### config.mk
export PLATFORM = sky130hd
export DESIGN_NAME = sst_ctrl
export DESIGN_NICKNAME = d
export VERILOG_FILES = /design/src/rtl/core/scoped_symbol_table_top_defines.svh /design/src/rtl/core/sst_pkg.sv /design/src/rtl/core/sst_ctrl.sv
export SDC_FILE = /design/constraint.sdc
export NUM_CORES = 1
export LEC_CHECK = 0
export ABC_AREA = 1
export BUFFER_PORTS_ARGS = -buffer_cell sky130_fd_sc_hd__buf_2
export CAP_MARGIN = 20
export CORE_MARGIN = 3
export CORE_UTILIZATION = 39
export CTS_CLUSTER_DIAMETER = 50
export DETAILED_ROUTE_END_ITERATION = 6
export PLACE_DENSITY = 0.73
export SETUP_SLACK_MARGIN = 0.5
export SKIP_CTS_REPAIR_TIMING = 1
export SYNTH_ARGS = -nofsm -noshare
export SYNTH_HDL_FRONTEND = slang
export SYNTH_SLANG_ARGS = --single-unit
### constraint.sdc
create_clock -name clk_i -period 1.3 [get_ports clk_i]
set_clock_uncertainty 0.2 [all_clocks]
set_input_delay 0.065 -clock clk_i [delete_from_list [all_inputs] [get_ports clk_i]]
set_output_delay 0.065 -clock clk_i [all_outputs]
set_load 0.005 [all_outputs]
### src/rtl/core/scoped_symbol_table_top_defines.svh
// Assertion macros for the scoped symbol table.
// Included by the top level; no other dependencies.
`ifndef SCOPED_SYMBOL_TABLE_TOP_DEFINES_SVH
`define SCOPED_SYMBOL_TABLE_TOP_DEFINES_SVH

`ifndef SYNTHESIS
// Same-cycle implication, disabled while reset is asserted (active low).
`define SST_ASSERT_NOW(name, clk, rst_n, ante, cons) \
  name: assert property (@(posedge clk) disable iff (!rst_n) (ante) |-> (cons)) \
    else $error("sst assertion failed");
// Next-cycle implication, disabled while reset is asserted (active low).
`define SST_ASSERT_NEXT(name, clk, rst_n, ante, cons) \
  name: assert property (@(posedge clk) disable iff (!rst_n) (ante) |=> (cons)) \
    else $error("sst assertion failed");
`else
`define SST_ASSERT_NOW(name, clk, rst_n, ante, cons)
`define SST_ASSERT_NEXT(name, clk, rst_n, ante, cons)
`endif

`endif

### src/rtl/core/sst_pkg.sv
// Shared types and constants of the scoped symbol table.
// No dependencies; compiled first.
package sst_pkg;

  localparam int unsigned TableEntries = 256;
  localparam int unsigned IdxW         = $clog2(TableEntries);
  localparam int unsigned MarkW        = IdxW + 1;
  localparam int unsigned SlotW        = 8;
  localparam int unsigned MarkFieldW   = 9;

  localparam logic [15:0] FnPayload = 16'h00FF;
  localparam logic [15:0] DepthMax  = 16'hFFFF;

  localparam logic [2:0] ClsFunc  = 3'd0;
  localparam logic [2:0] ClsProto = 3'd1;

  typedef enum logic [2:0] {
    OP_LOOKUP = 3'd0,
    OP_ADD_G  = 3'd1,
    OP_ADD_L  = 3'd2,
    OP_UPDATE = 3'd3,
    OP_PUSH   = 3'd4,
    OP_POP    = 3'd5,
    OP_SET_G  = 3'd6,
    OP_NOP    = 3'd7
  } sst_op_e;

  typedef struct packed {
    logic [2:0]         opcode;
    logic [15:0]        name_id;
    logic [2:0]         sym_kind;
    logic [7:0]         type_id;
    logic signed [15:0] value;
    logic               scope_local;
    logic [7:0]         flags;
    logic [8:0]         frame_mark;
    logic [8:0]         global_count_to;
  } sst_in_t;

  typedef struct packed {
    logic               found;
    logic               table_full;
    logic [7:0]         slot;
    logic [2:0]         out_class;
    logic [7:0]         out_type;
    logic               out_scope;
    logic [7:0]         out_flags;
    logic signed [15:0] out_payload;
    logic [8:0]         local_mark;
    logic [8:0]         global_count;
    logic               in_scope;
  } sst_out_t;

  typedef struct packed {
    logic [15:0] name;
    logic [2:0]  cls;
    logic [7:0]  typ;
    logic        scope;
    logic [7:0]  flags;
    logic [15:0] payload;
  } sst_entry_t;

  typedef struct packed {
    logic load;
    logic scan_start;
    logic scan_local;
    logic alloc_g;
    logic alloc_l;
    logic wr_update;
    logic set_full;
    logic push;
    logic pop;
    logic set_gcount;
    logic out_load;
  } sst_cmd_t;

  typedef struct packed {
    logic    scan_done;
    logic    scan_hit;
    logic    full;
    sst_op_e op;
    logic    scope_local;
  } sst_sts_t;

endpackage

### src/rtl/core/sst_ctrl.sv
// Controller: sequences scans, writes and result hand-off per item.
// Depends on sst_pkg; drives sst_dpath through sst_cmd_t.
module sst_ctrl (
  input  logic              clk_i,
  input  logic              rst_ni,
  input  logic              in_valid_i,
  input  logic [2:0]        in_op_i,
  input  logic              in_scope_local_i,
  output logic              in_ready_o,
  input  logic              out_ready_i,
  output logic              out_valid_o,
  input  sst_pkg::sst_sts_t sts_i,
  output sst_pkg::sst_cmd_t cmd_o
);
  import sst_pkg::*;

  typedef enum logic [4:0] {
    S_IDLE  = 5'b00001,
    S_SCAN1 = 5'b00010,
    S_SCAN2 = 5'b00100,
    S_EXEC  = 5'b01000,
    S_RESP  = 5'b10000
  } sst_state_e;

  sst_state_e state_q, state_d;
  logic       out_vld_q, out_vld_d;
  logic       accept;
  sst_op_e    in_op;

  assign in_op      = sst_op_e'(in_op_i);
  assign in_ready_o = (state_q == S_IDLE);
  assign accept     = in_ready_o && in_valid_i;

  always_comb begin
    state_d = state_q;
    cmd_o   = '0;

    case (state_q)
      S_IDLE: begin
        if (accept) begin
          cmd_o.load = 1'b1;
          case (in_op)
            OP_LOOKUP, OP_ADD_L: begin
              cmd_o.scan_start = 1'b1;
              cmd_o.scan_local = 1'b1;
              state_d          = S_SCAN1;
            end
            OP_ADD_G: begin
              cmd_o.scan_start = 1'b1;
              state_d          = S_SCAN1;
            end
            OP_UPDATE: begin
              cmd_o.scan_start = 1'b1;
              cmd_o.scan_local = in_scope_local_i;
              state_d          = S_SCAN1;
            end
            default: state_d = S_EXEC;
          endcase
        end
      end
      S_SCAN1: begin
        if (sts_i.scan_done) begin
          if (sts_i.scan_hit) begin
            state_d = (sts_i.op == OP_UPDATE) ? S_EXEC : S_RESP;
          end else begin
            case (sts_i.op)
              OP_LOOKUP: begin
                // Locals missed: fall back to the globals.
                cmd_o.scan_start = 1'b1;
                state_d          = S_SCAN2;
              end
              OP_ADD_G, OP_ADD_L: state_d = S_EXEC;
              default:            state_d = S_RESP;
            endcase
          end
        end
      end
      S_SCAN2: begin
        if (sts_i.scan_done) begin
          state_d = S_RESP;
        end
      end
      S_EXEC: begin
        case (sts_i.op)
          OP_ADD_G: begin
            cmd_o.set_full = sts_i.full;
            cmd_o.alloc_g  = !sts_i.full;
          end
          OP_ADD_L: begin
            cmd_o.set_full = sts_i.full;
            cmd_o.alloc_l  = !sts_i.full;
          end
          OP_UPDATE: cmd_o.wr_update  = 1'b1;
          OP_PUSH:   cmd_o.push       = 1'b1;
          OP_POP:    cmd_o.pop        = 1'b1;
          OP_SET_G:  cmd_o.set_gcount = 1'b1;
          default:   cmd_o.push       = 1'b0;
        endcase
        state_d = S_RESP;
      end
      S_RESP: begin
        // Hold until the result register is free.
        if (!out_vld_q || out_ready_i) begin
          cmd_o.out_load = 1'b1;
          state_d        = S_IDLE;
        end
      end
      default: state_d = S_IDLE;
    endcase
  end

  always_comb begin
    out_vld_d = out_vld_q;
    if (out_vld_q && out_ready_i) begin
      out_vld_d = 1'b0;
    end
    if (cmd_o.out_load) begin
      out_vld_d = 1'b1;
    end
  end

  always_ff @(posedge clk_i or negedge rst_ni) begin
    if (!rst_ni) begin
      state_q   <= S_IDLE;
      out_vld_q <= 1'b0;
    end else begin
      state_q   <= state_d;
      out_vld_q <= out_vld_d;
    end
  end

  assign out_valid_o = out_vld_q;

endmodule
==> Yosys cells after proc, flatten, opt, wreduce, memory -nomap -nowiden <==
Cells that the tools add are included.
{ "classes": {"eq_ne": 18, "mux": 30, "n_reduce_logical": 12} }
{ "op_table": {"columns": ["op", "count"], "rows": [
  ["$mux 5", 6],
  ["$pmux 5 s5", 1],
  ["$mux 1", 17],
  ["$eq 3x2->1 const B", 4],
  ["$pmux 5 s2", 1],
  ["$eq 3x3->1 const B", 3],
  ["$mux 7", 1],
  ["$eq 3x1->1 const B", 2],
  ["$logic_not 3->1", 2],
  ["$ne 2x2->1 const B", 3],
  ["$eq 5x1->1 const B", 1],
  ["$eq 5x2->1 const B", 1],
  ["$eq 5x3->1 const B", 1],
  ["$eq 5x4->1 const B", 1],
  ["$eq 5x5->1 const B", 1],
  ["$mux 4", 1],
  ["$pmux 1 s2", 2],
  ["$reduce_and 4->1", 1],
  ["$reduce_or 2->1", 2],
  ["$reduce_or 4->1", 1],
  ["$mux 3", 1],
  ["$logic_and 1x1->1", 2],
  ["$logic_not 1->1", 2],
  ["$ne 2x1->1 const B", 1],
  ["other kinds (2)", 2]
]} }
{ "word_totals": {"ff_bits": 6, "output_inout_bits": 13, "wordCells": 62} }

==> Logic depth before layout (Yosys ltp) <==
{ "depth": {"word_depth": 6, "ltp_mapped": 8} }

==> Least setup slack after synthesis <==
No wires, ideal clock.
{ "synth_timing": {"path_kind": "reg-to-reg", "from": "register state_q[0]", "to": "register state_q[4]", "t_arrival_ps": 989, "path_slack_ps": -9, "stages_incl_launch_ff": 8, "n_path_buf": 0, "cell_sequence": "dfstp_2 nor2_4 nand2_2 nor2_4 nor2_1 nand2_1 nand2_1 nand2_1"} }
{ "synth_via": {"elab_chain_cells": 4, "word_cells_on_any_way": 12, "cone_classes": "eq/ne: 9; mux: 1; reduce/logical: 2"} }
{ "synth_lines": {"columns": ["item", "line", "rtl"], "rows": [
  ["from (decl)", "sst_ctrl.sv:25", "sst_state_e state_q, state_d;"],
  ["from (signal assigned)", "sst_ctrl.sv:127", "state_q <= state_d;"],
  ["$eq 5x1->1", "sst_ctrl.sv:31, sst_ctrl.sv:38", null],
  ["$logic_and 1x1->1", "sst_ctrl.sv:32", "assign accept = in_ready_o && in_valid_i;"],
  ["$ne 2x1->1 (no source line)", null, null],
  ["$reduce_and 4->1 (no source line)", null, null]
]} }
Several ways; a longest one is shown, not always the timed one.
A chain may end at the register's enable or synchronous reset.

==> flow_results.xml <==
<?xml version="1.0" encoding="UTF-8"?>
<metrics>
  <group name="power">
    <metric name="netSwitchingFraction" unit="%">45.7</metric>
    <metric name="comb_power_share" unit="%">61.3</metric>
    <metric name="power_density" unit="nW/µm²">1540</metric>
    <metric name="irDropWorstVdd" unit="µV">1000</metric>
    <metric name="total_leakage_power" unit="µW">0.000521</metric>
    <metric name="internal-power" unit="µW">732</metric>
    <metric name="switching_power_of_the_nets" unit="µW">615</metric>
    <metric name="power.share.sequential" unit="%">25.0</metric>
    <metric name="power.clock.fraction" unit="%">13.6</metric>
  </group>
  <group name="cts">
    <metric name="tritoncts.num_buffers" unit="">3</metric>
    <metric name="clock_sink_count" unit="">6</metric>
    <metric name="insertion_delay" unit="ns">0.25</metric>
    <metric name="cts_root_buf" unit="">sky130_fd_sc_hd__clkbuf_4</metric>
    <metric name="maximum_buffer_depth_of_the_clock_tree" unit="">2</metric>
    <metric name="cts.clk_slew.worst_paths" unit="ns">0.05</metric>
    <metric name="cts_tree" unit="">built</metric>
    <metric name="clock_tree.htree_level_count" unit="">1</metric>
  </group>
  <group name="timing">
    <metric name="timing_worst_slew_pin_value" unit="ns">0.216</metric>
    <metric name="number_of_setup_violations_in_the_final_report" unit="">17</metric>
    <metric name="finalHoldViolCount" unit="">10</metric>
    <metric name="total_count_of_max_transition_violations_in_the_final_report" unit="">0</metric>
    <metric name="hold_ws" unit="ns">-0.196</metric>
    <metric name="timing.fmax" unit="MHz">593</metric>
    <metric name="timing.max_slew.rel_slack" unit="%">85.6</metric>
    <metric name="timing.final.crit_share" unit="%">130</metric>
    <metric name="setup_slack" unit="ns">-0.386</metric>
    <metric name="grt_setup_unrepaired" unit="">yes</metric>
    <metric name="period_minus_slack" unit="ns">1.69</metric>
  </group>
  <group name="placed_design">
    <metric name="finalWeightedCongestion" unit="">0.879</metric>
    <metric name="count_of_placed_standard_cells_including_taps" unit="">129</metric>
    <metric name="place.detailed.hpwl" unit="µm">1150</metric>
    <metric name="placement.cell_area" unit="µm²">756</metric>
    <metric name="port-buffer-count" unit="">26</metric>
  </group>
  <group name="worst_setup_path">
    <metric name="crit_path_max_incr_delay" unit="ns">0.44</metric>
    <metric name="worstSetupPathType" unit="">reg -&gt; out</metric>
    <metric name="r2r-end" unit="">state_q[4]$_DFFE_PN0P_</metric>
    <metric name="cp.required" unit="ns">1.03</metric>
    <metric name="worst-path-max-fanout" unit="">4</metric>
    <metric name="cp.arrival" unit="ns">1.42</metric>
    <metric name="timing.critical_path.to" unit="">cmd_o[4]</metric>
    <metric name="crit_path_cell_trace" unit="">nor2_4 &gt; nand2_2 &gt; nor2_4 &gt; nand2_1 &gt; a21oi_2 &gt; buf_2</metric>
    <metric name="worst_setup_path_startpoint" unit="">state_q[1]$_DFFE_PN0P_</metric>
    <metric name="timing.critical_path.mode_cell" unit="">sky130_fd_sc_hd__nor2_4</metric>
    <metric name="crit_slowest_cell" unit="">sky130_fd_sc_hd__dfrtp_1</metric>
    <metric name="slack_of_the_worst_reg_to_reg_path" unit="ns">-0.19</metric>
    <metric name="critical_path.endpoint_type" unit="">output pin</metric>
    <metric name="timing.reg2reg.worst_path_depth" unit="">8</metric>
    <metric name="start_kind" unit="">flip-flop</metric>
    <metric name="regToRegStartpoint" unit="">state_q[0]$_DFFE_PN1P_</metric>
  </group>
  <group name="floorplan">
    <metric name="start_util" unit="%">45.4</metric>
    <metric name="rows" unit="">12</metric>
    <metric name="floorplan.die_area" unit="µm²">1900</metric>
    <metric name="placeable_core_region" unit="µm²">1220</metric>
    <metric name="die_y" unit="µm">43.6</metric>
    <metric name="num_io_pins" unit="">28</metric>
    <metric name="floorplan.die.width" unit="µm">43.6</metric>
  </group>
  <group name="logic_synthesis">
    <metric name="synth_nets" unit="">102</metric>
    <metric name="fraction_of_synthesized_cell_area_taken_by_the_top_area_cell_type" unit="%">22.7</metric>
    <metric name="number_of_synthesized_flops_with_an_enable_pin" unit="">0</metric>
    <metric name="synth_top_flop_cell" unit="">sky130_fd_sc_hd__dfrtp_1</metric>
    <metric name="post_synth.cell_area_avg" unit="µm²">6.34</metric>
    <metric name="synthesis_warning_total" unit="">0</metric>
    <metric name="postSynthCellCount" unit="">87</metric>
    <metric name="synth.most_common_cell" unit="">sky130_fd_sc_hd__nand2_1</metric>
    <metric name="cell_type_with_the_largest_total_area_after_synthesis" unit="">sky130_fd_sc_hd__dfrtp_1</metric>
    <metric name="synth.area.top_cells" unit="">sky130_fd_sc_hd__dfrtp_1, sky130_fd_sc_hd__nand2_1, sky130_fd_sc_hd__inv_1, sky130_fd_sc_hd__nand3_1, sky130_fd_sc_hd__nor2_4</metric>
    <metric name="synth-async-reset-ratio" unit="%">100</metric>
    <metric name="synth_commonest_cells" unit="">sky130_fd_sc_hd__nand2_1, sky130_fd_sc_hd__inv_1, sky130_fd_sc_hd__nand3_1, sky130_fd_sc_hd__nor2_1, sky130_fd_sc_hd__nor3_1</metric>
    <metric name="synthesized_flop_and_latch_total" unit="">6</metric>
    <metric name="sequential_element_share_of_the_synthesized_area" unit="%">27.4</metric>
    <metric name="synth_area" unit="µm²">552</metric>
    <metric name="synth.lib_cells_used.distinct" unit="">18</metric>
  </group>
  <group name="route">
    <metric name="drt-total-wl" unit="µm">1510</metric>
    <metric name="via_count" unit="">708</metric>
    <metric name="ant_nets" unit="">0</metric>
    <metric name="average_vias_per_placed_instance" unit="">5.06</metric>
    <metric name="detail_route.first_pass.iterations" unit="">4</metric>
    <metric name="initialDrtViolationCount" unit="">11</metric>
    <metric name="drc" unit="">0</metric>
    <metric name="wl_per_cell" unit="µm">10.8</metric>
  </group>
  <group name="global_route">
    <metric name="first_global_vias" unit="">625</metric>
    <metric name="grt_max_degree" unit="">8</metric>
    <metric name="globalRouteTotalUtil" unit="%">16.3</metric>
    <metric name="grt_pass1_wl" unit="µm">2410</metric>
    <metric name="antenna_found_initial" unit="">0</metric>
    <metric name="grt-ovfl-total" unit="">0</metric>
  </group>
  <group name="status">
    <metric name="run_status" unit="">complete, but fails checks</metric>
    <metric name="failing_checks" unit="">hold timing, setup timing</metric>
  </group>
  <group name="cells_and_area">
    <metric name="design_area" unit="µm²">877</metric>
    <metric name="area_growth" unit="%">59.0</metric>
    <metric name="diode_insertion_count_for_antenna_repair" unit="">0</metric>
    <metric name="layout.core_utilization" unit="%">72.1</metric>
    <metric name="layout_cells_sized_above_1" unit="%">54.0</metric>
    <metric name="layout.nets" unit="">142</metric>
    <metric name="fillCellCount" unit="">109</metric>
    <metric name="layoutNonFillerInstCount" unit="">140</metric>
  </group>
  <group name="min_path">
    <metric name="hold_path.class" unit="">in -&gt; reg</metric>
  </group>
  <group name="job">
    <metric name="max_capacitance_violation_count" unit="">0</metric>
  </group>
</metrics>
flip-flops by register name, indices dropped and copies added (netlist names):
| name | cells |
|---|---|
| state_q | 5 |
| out_valid_o | 1 |
layout make-up:
class | count | area (µm²) | share of cell area (%)
multi-input cells | 63 | 407 | 46.4
well taps | 14 | 17.5 | 2.00
inverters | 17 | 63.8 | 7.28
clock buffers | 4 | 26.3 | 3.00
repair buffers | 36 | 211 | 24.1
flip-flops and latches | 6 | 151 | 17.3
power by group through the flow:
stage / clock [µW] / combinational, µW / sequential (µW)
2_1_floorplan: 0 / 469 / 323
3_3_place_gp: 0 / 643 / 328
3_5_place_dp: 0 / 648 / 331
4_1_cts: 191 / 651 / 329
5_1_grt: 202 / 911 / 344
6_report: 184 / 826 / 337
cell usage in the layout, fill, tap and decap left out, types with 2 or more instances in the layout:
cell type	instances
sky130_fd_sc_hd__buf_2	26
sky130_fd_sc_hd__a21oi_2	3
sky130_fd_sc_hd__nand2_1	20
sky130_fd_sc_hd__nor2_2	4
sky130_fd_sc_hd__buf_4	8
sky130_fd_sc_hd__nor3_2	5
sky130_fd_sc_hd__nand3_2	2
sky130_fd_sc_hd__nand3_1	6
sky130_fd_sc_hd__inv_2	5
sky130_fd_sc_hd__nor2_1	4
sky130_fd_sc_hd__nor2_4	5
sky130_fd_sc_hd__nand2_2	2
sky130_fd_sc_hd__dfrtp_1	5
sky130_fd_sc_hd__nand4_1	5
sky130_fd_sc_hd__inv_1	12
sky130_fd_sc_hd__clkbuf_4	3
worst max-delay path, delay by kind of cell (launching register included):
kind	cells	cell delay [ns]
flip-flops	1	0.44
AO/OA/AOI/OAI	1	0.10
buffers and inverters	1	0.13
AND/OR/NAND/NOR	4	0.51
per-stage QoR:
stage / power [µW] / setup WS, ns / setup TNS [ns]
floorplan: 792 / 0.00489 / 0
global placement: 971 / -0.120 / -0.700
detailed placement: 979 / -0.115 / -0.983
CTS: 1170 / -0.401 / -4.05
global route: 1460 / -0.493 / -6.04
finish: 1350 / -0.386 / -4.68
routing by layer:
| layer | share of wire, % | up-vias | global-route usage, % |
|---|---|---|---|
| met5 | 0 | - | 0 |
| met4 | 0 | 0 | 3.61 |
| met3 | 6.6 | 0 | 3.73 |
| met2 | 53 | 27 | 27.9 |
| met1 | 40 | 321 | 20.4 |
| li1 | - | 360 | - |
worst min path at each step:
stage | from | to | cells after the start | slack [ns]
after floorplan | rst_ni | out_valid_o$_DFFE_PN0P_ | 0 | -0.43
after global placement | rst_ni | state_q[4]$_DFFE_PN0P_ | 1 | -0.31
after detailed placement | rst_ni | state_q[4]$_DFFE_PN0P_ | 1 | -0.31
after CTS | rst_ni | out_valid_o$_DFFE_PN0P_ | 1 | -0.58
after global routing | out_ready_i | out_valid_o$_DFFE_PN0P_ | 2 | -0.20
final | out_ready_i | out_valid_o$_DFFE_PN0P_ | 2 | -0.20
cells by family after synthesis:
logic type	share of synthesized area (%)
AOI/OAI and AO/OA	6.12
and+or+nand+nor	53.5
DFF	27.4
buffers and inverters	12.9
Note: power is estimated with default switching activity, not from simulation.
